===== config.mk =====
export PLATFORM = sky130hd
export DESIGN_NAME = range_preserving_coeff_cipher
export DESIGN_NICKNAME = d
export VERILOG_FILES = /design/src/design/rpcc_pkg.sv /design/src/design/rpcc_xform.sv /design/src/design/range_preserving_coeff_cipher.sv
export SDC_FILE = /design/constraint.sdc
export NUM_CORES = 1
export LEC_CHECK = 0
export BUFFER_PORTS_ARGS = -buffer_cell sky130_fd_sc_hd__buf_4
export CAP_MARGIN = 10
export CELL_PAD_IN_SITES_DETAIL_PLACEMENT = 1
export CELL_PAD_IN_SITES_GLOBAL_PLACEMENT = 2
export CORE_MARGIN = 2
export CORE_UTILIZATION = 39
export DETAILED_ROUTE_END_ITERATION = 8
export PLACE_DENSITY = 0.89
export SETUP_SLACK_MARGIN = 0.1
export SLEW_MARGIN = 20
export SYNTH_ARGS = -nofsm -noshare
export SYNTH_HDL_FRONTEND = slang
export SYNTH_SLANG_ARGS = --single-unit

===== constraint.sdc =====
create_clock -name clk -period 14.2 [get_ports clk]
set_input_delay 2.13 -clock clk [delete_from_list [all_inputs] [get_ports clk]]
set_output_delay 2.13 -clock clk [all_outputs]
set_load 0.01 [all_outputs]

===== src/design/rpcc_pkg.sv =====
// ----------------------------------------------------------------------------
// rpcc_pkg
// shared beat types and constants for the range preserving coefficient cipher
// ----------------------------------------------------------------------------
package rpcc_pkg;

    localparam int unsigned COEF_W = 16;
    localparam int unsigned POS_W  = 5;   // holds a bit count from 0 to COEF_W

    typedef logic [COEF_W-1:0] word_t;
    typedef logic [POS_W-1:0]  pos_t;

    typedef struct packed {
        logic signed [COEF_W-1:0] coefficient;
        logic        [COEF_W-1:0] keystream_word;
        logic signed [COEF_W-1:0] block_min;
        logic signed [COEF_W-1:0] block_max;
        logic                     last_in_block;
    } item_t;

    typedef struct packed {
        logic signed [COEF_W-1:0] coefficient_out;
        logic                     last_out;
    } result_t;

    // bit length of a word: index of the highest set bit plus one
    function automatic pos_t bit_len(input word_t v);
        pos_t n;
        n = '0;
        for (int i = 0; i < COEF_W; i++)
        begin
            if (v[i])
            begin
                n = pos_t'(i + 1);
            end
        end
        return n;
    endfunction

endpackage


===== src/design/rpcc_xform.sv =====
// ----------------------------------------------------------------------------
// rpcc_xform
// combinational cipher step: keystream xor on the varying low bits, then
// sign extension from the block's sign position
// ----------------------------------------------------------------------------
module rpcc_xform
(
    input  rpcc_pkg::item_t   item,
    input  logic              nonzero_only,
    output rpcc_pkg::result_t result
);

    rpcc_pkg::word_t coef;
    rpcc_pkg::word_t mag_min;
    rpcc_pkg::word_t mag_max;
    rpcc_pkg::pos_t  pos_min;
    rpcc_pkg::pos_t  pos_max;
    rpcc_pkg::pos_t  spos;
    rpcc_pkg::pos_t  nbits;
    rpcc_pkg::word_t key_mask;
    rpcc_pkg::word_t hi_mask;
    rpcc_pkg::word_t mixed;
    rpcc_pkg::word_t ct;
    logic            uniform;
    logic            skip;

    always_comb
    begin
        coef    = rpcc_pkg::word_t'(item.coefficient);
        // redundant sign bits: measure the magnitude of x or of ~x
        mag_min = item.block_min[rpcc_pkg::COEF_W-1] ? ~item.block_min : item.block_min;
        mag_max = item.block_max[rpcc_pkg::COEF_W-1] ? ~item.block_max : item.block_max;
        pos_min = rpcc_pkg::bit_len(mag_min);
        pos_max = rpcc_pkg::bit_len(mag_max);
        spos    = (pos_min > pos_max) ? pos_min : pos_max;

        if (item.block_min[rpcc_pkg::COEF_W-1] == item.block_max[rpcc_pkg::COEF_W-1])
        begin
            nbits = rpcc_pkg::bit_len(item.block_min ^ item.block_max);
        end
        else
        begin
            nbits = spos + rpcc_pkg::pos_t'(1);
        end

        // a shift by the full width clears the word, so a count of 16 keys all bits
        key_mask = ~({rpcc_pkg::COEF_W{1'b1}} << nbits);
        hi_mask  = {rpcc_pkg::COEF_W{1'b1}} << spos;
        mixed    = coef ^ (item.keystream_word & key_mask);
        ct       = (mixed & ~hi_mask)
                 | (mixed[spos[rpcc_pkg::POS_W-2:0]] ? hi_mask : '0);

        uniform  = (item.block_min == item.block_max);
        skip     = uniform || (nonzero_only && ((coef == '0) || (ct == '0)));

        result.coefficient_out = skip ? item.coefficient : $signed(ct);
        result.last_out        = item.last_in_block;
    end

endmodule


===== src/design/range_preserving_coeff_cipher.sv =====
// ----------------------------------------------------------------------------
// range_preserving_coeff_cipher
// keystream cipher on a coefficient's varying low bits, keeping the block range
// ----------------------------------------------------------------------------
// usage
//   item channel   : item_valid / item_stall, one coefficient beat with its
//                    block min and max, keystream word and end-of-block mark
//   result channel : result_valid / result_stall, transformed coefficient and
//                    copied end-of-block mark, one result beat per item beat
//   cfg channel    : cfg_valid / cfg_ready, writes nonzero_only; ready is
//                    always high, write only while the block is idle
//   path           : the item beat is taken into the input register, passes
//                    the cipher step and leaves from the result register
//   throughput     : one beat per cycle sustained while result_stall is low;
//                    the whole cipher step is one pass of combinational logic
//                    between the two registers
//   stall          : a stalled result holds; the input register keeps taking
//                    beats until both registers are full, then item_stall rises
//   reset          : rst_n clears both pipeline valids and nonzero_only
// ----------------------------------------------------------------------------
module range_preserving_coeff_cipher
(
    input  logic              clk,
    input  logic              rst_n,

    input  logic              item_valid,
    output logic              item_stall,
    input  rpcc_pkg::item_t   item,

    output logic              result_valid,
    input  logic              result_stall,
    output rpcc_pkg::result_t result,

    input  logic              cfg_valid,
    output logic              cfg_ready,
    input  logic              cfg_data
);

    logic              nonzero_only_reg;
    logic              in_valid_reg;
    rpcc_pkg::item_t   in_beat_reg;
    logic              out_valid_reg;
    rpcc_pkg::result_t out_beat_reg;
    rpcc_pkg::result_t out_beat_next;
    logic              out_load;
    logic              in_load;

    // result register frees up when empty or when its beat is taken
    assign out_load   = !out_valid_reg || !result_stall;
    // input register takes a beat when empty or when it is draining
    assign in_load    = !in_valid_reg || out_load;
    assign item_stall = !in_load;
    assign cfg_ready  = 1'b1;

    // configuration register
    always_ff @(posedge clk or negedge rst_n)
    begin
        if (!rst_n)
        begin
            nonzero_only_reg <= 1'b0;
        end
        else if (cfg_valid && cfg_ready)
        begin
            nonzero_only_reg <= cfg_data;
        end
    end

    // input register
    always_ff @(posedge clk or negedge rst_n)
    begin
        if (!rst_n)
        begin
            in_valid_reg <= 1'b0;
        end
        else if (in_load)
        begin
            in_valid_reg <= item_valid;
        end
    end

    always_ff @(posedge clk)
    begin
        if (in_load && item_valid)
        begin
            in_beat_reg <= item;
        end
    end

    // single pass cipher step
    rpcc_xform u_xform
    (
        .item         (in_beat_reg),
        .nonzero_only (nonzero_only_reg),
        .result       (out_beat_next)
    );

    // result register
    always_ff @(posedge clk or negedge rst_n)
    begin
        if (!rst_n)
        begin
            out_valid_reg <= 1'b0;
        end
        else if (out_load)
        begin
            out_valid_reg <= in_valid_reg;
        end
    end

    always_ff @(posedge clk)
    begin
        if (out_load && in_valid_reg)
        begin
            out_beat_reg <= out_beat_next;
        end
    end

    assign result_valid = out_valid_reg;
    assign result       = out_beat_reg;

endmodule


[After elaboration in Yosys (flattened, before gate mapping)]
Index checks and enable logic that the tools add are counted.
Cells by class
  add/subtract/negate cells: 1
  order comparisons: 2
  equality and inequality tests: 2
  shift-type cells: 2
  mux-type cells: 56
  bitwise operators: 9
  reduce and logical (&&, ||, !) cells: 13
Operators with widths (count)
  4-bit two-way mux: 24
  16-bit two-way mux: 4
  16-bit NOT: 4
  3-bit two-way mux: 12
  16-bit bitwise AND: 2
  16-bit logical NOT: 2
  16-bit by 5-bit << shifter with 16-bit output (first input constant): 2
  16-bit bitwise XOR: 2
  5-bit two-way mux: 5
  16-bit equality test: 1
  16-bit OR: 1
  2-bit two-way mux: 6
  5-bit by 1-bit adder with 5-bit output (second input constant): 1
  5-bit > comparator: 1
  4-bit by 5-bit less-than comparator with 1-bit output (second input constant): 1
  1-bit binary-select mux with 4-bit select: 1
  1-bit logical NOT: 4
  1-bit logical OR: 4
  1-bit two-way mux: 4
  1-bit logical AND: 3
  1-bit equality test: 1
Word-level totals
  flip-flop bits (word level): 85
  input port bits: 71
  output and inout bits: 20

[Logic depth before layout (Yosys ltp)]
Gate-level depths: netlist of run 1.
  word-level depth: 35
  gate-level depth with buffers: 34

[By module]
From an unflattened synthesis of run 1, not the netlist that was laid out.
Unflattened totals
  cells, all modules: 587
  area, all modules: 5828.1 um^2
Modules (own cells, without submodules)
  rpcc_xform: times used 1, cells an instance 493, area an instance 3225.6 um^2, seq. area each 0.0 um^2
  range_preserving_coeff_cipher: times used 1, cells an instance 94, area an instance 2602.5 um^2, seq. area each 2537.4 um^2

[Least setup slack after synthesis of run 1]
No wires, ideal clock.
  path kind: flip-flop to flip-flop
  from: register in_beat_reg[7] (netlist bit)
  to: register out_beat_reg (netlist bit result[14]), data pin
  setup time: 262 ps
  arrival: 6664 ps
  data required time: 13938 ps
  setup slack: 7274 ps
  cell stages (with the launch flop): 31
  path buffers: 4
  period minus slack after synthesis: 6926 ps
  cells stage by stage: edfxtp_1 -> or2_0 -> a2111o_1 -> a211oi_1 -> nor2_1 -> nand2_1 -> nand2_1 -> a21oi_1 -> nor2_1 -> ha_1 -> and4_1 -> a21o_1 -> clkbuf_1 -> mux2i_1 -> and3_1 -> clkbuf_1 -> buf_1 -> ha_1 -> inv_1 -> ha_1 -> o21ai_0 -> nand2_1 -> a21o_1 -> a31o_2 -> or4b_4 -> a41oi_2 -> a211o_1 -> buf_4 -> and2_4 -> a31oi_4 -> mux2_1
RTL lines
  start: declaration: line range_preserving_coeff_cipher.sv:41  | rpcc_pkg::item_t in_beat_reg;
  start signal: assignment: line range_preserving_coeff_cipher.sv:85  | in_beat_reg <= item;
  end signal: assignment: line range_preserving_coeff_cipher.sv:114  | out_beat_reg <= out_beat_next;
  end: declaration: line range_preserving_coeff_cipher.sv:43  | rpcc_pkg::result_t out_beat_reg;

==> summary.md, run 1 <==
| Metric | Value |
|---|---|
| Outcome | `finished, final reports clean` |
| Hold worst-path end | `result[0]` |
| Worst R2R Path Depth | `26` |
| Kind of capture point of the worst setup path | `flip-flop` |
| Post-CTS Hold Fix Bufs | `0` |
| Power density cells | `124 nW/um^2` |
| Antenna violations before repair | `0` |
| Total number of placement rows | `45` |
| Filler Cell Count | `1708` |
| Final Hold Slack | `0.441 ns` |
| Static leakage | `0.00272 uW` |
| Core Region | `15200 sq um` |
| Vias post-DR | `5694` |
| Number of search-and-repair iterations in the first detailed-routing pass | `4` |
| Routed length per instance | `23.4 microns` |
| Synth async-reset ratio | `0.0353` |
| Number of synthesis warnings | `0` |
| Final antenna-violating net count | `0` |
| Count of pins over their slew limit | `0` |
| Die Footprint | `16600 sq um` |
| Final min period | `8.65 ns` |
| Buffers inserted by post-CTS timing repair | `0` |
| Count of endpoints failing hold in the final timing report | `0` |
| CP Launch Type | `flip-flop` |
| Synthesis-stage register bit count | `85` |
| CTS-repair resized insts | `0` |
| Via-to-Cell Ratio | `6.31` |
| Clock-pin slew on the worst setup and hold paths | `0.07 ns` |
| Most common library cell in the layout ignoring fill and taps | `sky130_fd_sc_hd__buf_4` |
| Die outline height | `129 microns` |
| Maxcap violations | `0` |
| Worst slack after detailed placement | `5.79 ns` |
| Sequential element share of the synthesized area | `0.417` |
| Max Buffers Root-to-Sink | `2` |
| Worst hold path startpoint | `in_beat_reg[0]` |
| Aggregate routed wire length | `21.2 mm` |
| Sum of negative setup slack | `0 ns` |
| End of the worst register-to-register path | `result[14]` |
| Detailed placement HPWL | `16.4 mm` |
| Layout cells sized above 1 | `0.206` |
| Clock latency at the later pin of the worst-skew pair | `0.36 ns` |
| Flop-to-flop setup slack | `5.55 ns` |
| Clock net sink count | `85` |
| Root Driver | `sky130_fd_sc_hd__clkbuf_16` |
| Fmax | `116 MHz` |
| DRC violation count after routing | `0` |
| I/O pin count | `91` |
| Area occupied by registers | `2540 sq um` |
| R2R Path Start | `in_beat_reg[16]` |
| Port Buffer Count | `89` |
| Number of cells on the worst hold path | `0` |
| Final Net Count | `789` |
| Finish-stage setup viols | `0` |
| Worst setup margin | `5.55 ns` |
| HP Class | `flip-flop to flip-flop` |
| WP data required | `14.30 ns` |
| Number of synthesized flops with an enable pin | `82` |
| Starting utilization of the core area | `0.401` |
| Total gr overflow | `0` |
| Multi-input logic area | `3270 sq um` |
| Worst setup skew after layout | `0.0125 ns` |
| Iteration-0 DRC count of the detailed router | `417` |
| RSZ-0062 raised after global routing | `false` |
| Vias in the first global route | `5739` |
| Number of cells produced by synthesis | `639` |
| Max FFs per register | `65` |
| Data arrival time at the worst-slack endpoint | `8.75 ns` |
| Worst slew pin tran | `1.01 ns` |
| Final std cells w/o fill | `903` |
| Worst IR drop on VDD | `0.0930 mV` |
| Top_reg_cell synth | `sky130_fd_sc_hd__edfxtp_1` |
| TritonCTS clock tree | `yes` |
| GRT Resource Usage Total | `0.261` |
| First-pass GRT wire length | `33.0 mm` |
| Pin count of the biggest net entering global routing | `66` |
| Die span in x | `129 microns` |
| Final worst path period share | `0.609` |
| Area growth, synth to finish | `17.6%` |
| Routability Congestion | `0.988` |
| CP Class | `flip-flop to flip-flop` |
| Placed cell count | `887` |
| Syn Std Cell Area | `6090 sq um` |
| Syn avg cell area | `9.53 sq um` |
| Post-synthesis cell type count | `84` |
| Maximum level of the CTS H-tree | `3` |
| Antenna cell count | `0` |
| Commonest cells after routing, fill and taps aside | `sky130_fd_sc_hd__buf_4 (95), sky130_fd_sc_hd__edfxtp_1 (82), sky130_fd_sc_hd__nand2_1 (64)` |
| Total nets after synthesis | `718` |
| Max Fanout on Critical Path | `22` |
| Worst-case headroom to the max-slew limit | `0.323` |
| TritonCTS buffer count | `9` |
## critical path, stage by stage (launching register included)
cell and delay [ns]:
sky130_fd_sc_hd__edfxtp_1 0.69, sky130_fd_sc_hd__or2_0 0.34, sky130_fd_sc_hd__a2111o_1 0.39, sky130_fd_sc_hd__a211oi_1 0.45, sky130_fd_sc_hd__nor2_1 0.09, sky130_fd_sc_hd__nand2_1 0.09, sky130_fd_sc_hd__nand2_1 0.05, sky130_fd_sc_hd__a21oi_1 0.17
sky130_fd_sc_hd__nor2_1 0.07, sky130_fd_sc_hd__ha_1 0.28, sky130_fd_sc_hd__and4_1 0.26, sky130_fd_sc_hd__a21o_1 0.35, sky130_fd_sc_hd__mux2i_1 0.30, sky130_fd_sc_hd__and3_1 0.75, sky130_fd_sc_hd__ha_1 0.40, sky130_fd_sc_hd__inv_1 0.14
sky130_fd_sc_hd__ha_1 0.34, sky130_fd_sc_hd__o21ai_0 0.46, sky130_fd_sc_hd__nand2_1 0.20, sky130_fd_sc_hd__a21o_1 0.24, sky130_fd_sc_hd__a31o_2 0.27, sky130_fd_sc_hd__or4b_4 0.50, sky130_fd_sc_hd__a41oi_2 0.27, sky130_fd_sc_hd__a211o_1 0.37
sky130_fd_sc_hd__and2_4 0.26, sky130_fd_sc_hd__a31oi_4 0.25, sky130_fd_sc_hd__mux2_1 0.39
## synth_stat cells (all sizes together), types with 5 or more instances
master	number	share of area
nand2	64	0.039
o21ai	24	0.020
or4	10	0.014
a31oi	12	0.018
and2	11	0.012
nand4	15	0.015
a21o	9	0.011
and3	10	0.010
mux2i	13	0.021
buf	13	0.015
nor2	39	0.024
mux2	8	0.015
xnor2	20	0.030
o211ai	15	0.018
inv	31	0.019
xor2	12	0.017
or3	10	0.010
nor2b	5	0.0051
nor4	8	0.0082
ha	8	0.016
o21a	5	0.0062
nand3	29	0.024
clkbuf	22	0.014
edfxtp	82	0.40
nor3	16	0.014
a21oi	41	0.034
o22ai	10	0.015
o221ai	7	0.015
a211oi	10	0.013
nand2b	11	0.011
## routing by layer
| layer | track usage | share of wire | vias to the layer above |
|---|---|---|---|
| li1 | - | - | 2588 |
| met5 | 0 | 0 | - |
| met4 | 0.0818 | 0.022 | 0 |
| met3 | 0.0574 | 0.076 | 37 |
| met1 | 0.367 | 0.45 | 2826 |
| met2 | 0.403 | 0.45 | 243 |
## worst max-delay path by stage
stage | from | end | slack [ns] | depth (start not counted)
4_1_cts | in_beat_reg[16] | result[14] | 5.74 | 26
5_1_grt | in_beat_reg[16] | result[14] | 5.16 | 26
2_1_floorplan | in_beat_reg[7] | result[14] | 7.27 | 30
3_5_place_dp | in_beat_reg[16] | result[4] | 5.79 | 26
3_3_place_gp | in_beat_reg[16] | result[14] | 6.02 | 26
6_report | in_beat_reg[16] | result[14] | 5.55 | 26
## where the power goes
group	leakage, uW	internal [uW]	switching (uW)
sequential	0.000821	306	24.6
clock	0.000143	124	113
combinational	0.00176	122	203
total	0.00272	551	341
## stage by stage
step	util	power, uW	instance area (sq um)
floorplan	-	536	6090
global placement	0.452	643	6870
detailed placement	0.452	650	6870
CTS	0.471	891	7160
global route	0.471	934	7160
finish	0.471	892	7160
## final cells by class
cell class                      count  share of cell area
Inverter                           31              0.0162
Tap cell                          188              0.0328
Clock inverter                      6             0.00873
Timing Repair Buffer               95              0.0996
Sequential cell                    85               0.354
Multi-Input combinational cell    488               0.456
Clock buffer                       10              0.0320
## cells by family (layout without fill, tap and decap cells)
| group | after synthesis | in the layout | share of synthesized area |
|---|---|---|---|
| other cells | 1 | 1 | 0.000616 |
| mux | 21 | 21 | 0.0362 |
| fa+ha+maj | 9 | 9 | 0.0181 |
| simple gates | 240 | 240 | 0.203 |
| compound gates | 185 | 185 | 0.230 |
| flops | 85 | 85 | 0.417 |
| buf+inv | 66 | 142 | 0.0479 |
| xor+xnor | 32 | 32 | 0.0473 |
Note: power is estimated with default switching activity, not from simulation.
==> run 2: changes to the inputs <==
--- a/config.mk
+++ b/config.mk
@@ -10,9 +10,9 @@
 export CELL_PAD_IN_SITES_DETAIL_PLACEMENT = 1
 export CELL_PAD_IN_SITES_GLOBAL_PLACEMENT = 2
 export CORE_MARGIN = 2
-export CORE_UTILIZATION = 39
+export CORE_UTILIZATION = 36
 export DETAILED_ROUTE_END_ITERATION = 8
-export PLACE_DENSITY = 0.89
+export PLACE_DENSITY = 0.83
 export SETUP_SLACK_MARGIN = 0.1
 export SLEW_MARGIN = 20
 export SYNTH_ARGS = -nofsm -noshare
==> constraint.sdc (replaced) <==
create_clock -name clk -period 8.12 [get_ports clk]
set_input_delay 1.218 -clock clk [delete_from_list [all_inputs] [get_ports clk]]
set_output_delay 1.218 -clock clk [all_outputs]
set_load 0.01 [all_outputs]
==> run 2 against run 1 <==
Effect of this change:
- fmax grew 18%
- combinational power up 78%
- largest power group is now combinational cells
- critical path type unchanged
- clock skew fell by 0.0025 ns
==> summary.md, run 2 (synthesis gave the netlist of run 1 again) <==
| Metric | Value |
|---|---|
| Number of search-and-repair iterations in the first detailed-routing pass | `7 (was 4)` |
| Power density cells | `220 nW/um^2 (was 124 nW/um^2)` |
| CTS-repair resized insts | `0 (unchanged)` |
| Count of endpoints failing hold in the final timing report | `0 (unchanged)` |
| Final Hold Slack | `0.444 ns (was 0.441 ns)` |
| Antenna cell count | `0 (unchanged)` |
| Number of cells on the worst hold path | `0 (unchanged)` |
| Layout cells sized above 1 | `0.217 (was 0.206)` |
| I/O pin count | `91 (unchanged)` |
| Maximum level of the CTS H-tree | `3 (unchanged)` |
| Root Driver | `sky130_fd_sc_hd__clkbuf_16 (unchanged)` |
| Die outline height | `134 microns (was 129 microns)` |
| Vias post-DR | `5619 (was 5694)` |
| Worst setup skew after layout | `0.00995 ns (was 0.0125 ns)` |
| Max FFs per register | `65 (unchanged)` |
| Max Fanout on Critical Path | `11 (was 22)` |
| Port Buffer Count | `89 (unchanged)` |
| Vias in the first global route | `5783 (was 5739)` |
| Pin count of the biggest net entering global routing | `66 (unchanged)` |
| Routability Congestion | `0.889 (was 0.988)` |
| DRC violation count after routing | `0 (unchanged)` |
| First-pass GRT wire length | `32.5 mm (was 33.0 mm)` |
| Area of all placed cells without fillers | `7310 sq um (was 7160 sq um)` |
| Via-to-Cell Ratio | `5.95 (was 6.31)` |
| HP Class | `flip-flop to flip-flop (unchanged)` |
| Die span in x | `134 microns (was 129 microns)` |
| Final min period | `7.36 ns (was 8.65 ns)` |
| Largest stage delay on the critical path | `0.51 ns (was 0.75 ns)` |
| Worst R2R Path Depth | `26 (unchanged)` |
| Outcome | `finished, final reports clean (unchanged)` |
| Final antenna-violating net count | `0 (unchanged)` |
| TritonCTS clock tree | `yes (unchanged)` |
| Finish-stage setup viols | `0 (unchanged)` |
| Commonest cells after routing, fill and taps aside | `sky130_fd_sc_hd__buf_4 (105), sky130_fd_sc_hd__edfxtp_1 (82), sky130_fd_sc_hd__nand2_1 (64) (was sky130_fd_sc_hd__buf_4 (95), sky130_fd_sc_hd__edfxtp_1 (82), sky130_fd_sc_hd__nand2_1 (64))` |
| Starting utilization of the core area | `0.367 (was 0.401)` |
| Post-CTS Hold Fix Bufs | `0 (unchanged)` |
| Area growth, synth to finish | `20.0% (was 17.6%)` |
| Most common library cell in the layout ignoring fill and taps | `sky130_fd_sc_hd__buf_4 (unchanged)` |
| Final Net Count | `799 (was 789)` |
| Total number of placement rows | `47 (was 45)` |
| Worst slew pin tran | `0.857 ns (was 1.01 ns)` |
| Worst-case headroom to the max-slew limit | `0.428 (was 0.323)` |
| Maxcap violations | `0 (unchanged)` |
| Multi-input logic area | `3270 sq um (unchanged)` |
| Antenna violations before repair | `0 (unchanged)` |
| Max Buffers Root-to-Sink | `2 (unchanged)` |
| Final worst path period share | `0.907 (was 0.609)` |
| Filler Cell Count | `1936 (was 1708)` |
| Clock-pin slew on the worst setup and hold paths | `0.07 ns (about the same)` |
| Iteration-0 DRC count of the detailed router | `383 (was 417)` |
| Worst IR drop on VDD | `0.125 mV (was 0.0930 mV)` |
| Clock net sink count | `85 (unchanged)` |
| TritonCTS buffer count | `9 (unchanged)` |
| Detailed placement HPWL | `15.9 mm (was 16.4 mm)` |
| CP Launch Type | `flip-flop (unchanged)` |
| GRT Resource Usage Total | `0.234 (was 0.261)` |
| Fmax | `136 MHz (was 116 MHz)` |
| CP max stage cell | `sky130_fd_sc_hd__a211oi_1 (was sky130_fd_sc_hd__and3_1)` |
| Routed length per instance | `21.7 microns (was 23.4 microns)` |
| RSZ-0062 raised after global routing | `false (unchanged)` |
| Aggregate routed wire length | `20.5 mm (was 21.2 mm)` |
| Data arrival time at the worst-slack endpoint | `7.46 ns (was 8.75 ns)` |
| Die Footprint | `18000 sq um (was 16600 sq um)` |
| Sum of negative setup slack | `0 ns (unchanged)` |
| Total gr overflow | `0 (unchanged)` |
| Final core utilization | `0.441 (was 0.471)` |
| WP data required | `8.22 ns (was 14.30 ns)` |
| Static leakage | `0.00278 uW (was 0.00272 uW)` |
| Buffers inserted by post-CTS timing repair | `0 (unchanged)` |
| Kind of capture point of the worst setup path | `flip-flop (unchanged)` |
| Count of pins over their slew limit | `0 (unchanged)` |
| CP Class | `flip-flop to flip-flop (unchanged)` |
| Clock latency at the later pin of the worst-skew pair | `0.36 ns (about the same)` |
| Area occupied by registers | `2540 sq um (unchanged)` |
| Core Region | `16600 sq um (was 15200 sq um)` |
| Area of placed instances | `6990 sq um (was 6870 sq um)` |
[run 2: worst max-delay path, delay by kind of cell, from the launching register on]
family                   cells  cell delay (ns)
AND/OR/NAND/NOR             10             1.90
flip-flops                   1             0.43
multiplexers                 2             0.70
adder cells (fa/ha/maj)      3             0.88
AO/OA/AOI/OAI               10             3.01
buffers and inverters        1             0.12
[run 2: final timing paths]
check	slack (ns)	start	to
max	0.76	in_beat_reg[7]	result[14]
min	0.44	in_beat_reg[0]	result[0]
max reg2reg	0.76	in_beat_reg[7]	result[14]
min reg2reg	0.44	in_beat_reg[0]	result[0]
max in group asynchronous	7.38	rst_n	result_valid
min in group asynchronous	0.64	rst_n	nonzero_only_reg
[run 2: per-layer routing]
layer | wire [microns] | vias up | GRT usage
li1 | - | 2610 | -
met2 | 9380 | 168 | 0.374
met1 | 9670 | 2819 | 0.326
met5 | 0 | - | 0
met3 | 1140 | 22 | 0.0431
met4 | 321 | 0 | 0.0661
[run 2: through the flow]
step | total power (uW) | instances | setup slack [ns]
finish | 1610 | 945 | 0.758
global route | 1690 | 945 | 0.200
CTS | 1610 | 945 | 0.808
detailed placement | 1150 | 929 | 0.860
global placement | 1140 | 929 | 1.03
floorplan | 937 | 639 | 1.19
[run 2: layout make-up]
cell class	count	area share
inverters	31	0.0159
clock buffers	10	0.0313
flip-flops and latches	85	0.347
repair buffers	105	0.108
well taps	220	0.0377
clock inverters	6	0.0128
multi-input cells	488	0.447
[run 2: where the power goes]
group          switching [uW]  leakage (uW)  internal [uW]
clock                     181      0.000154            272
sequential               41.3      0.000821            534
combinational             352       0.00181            225
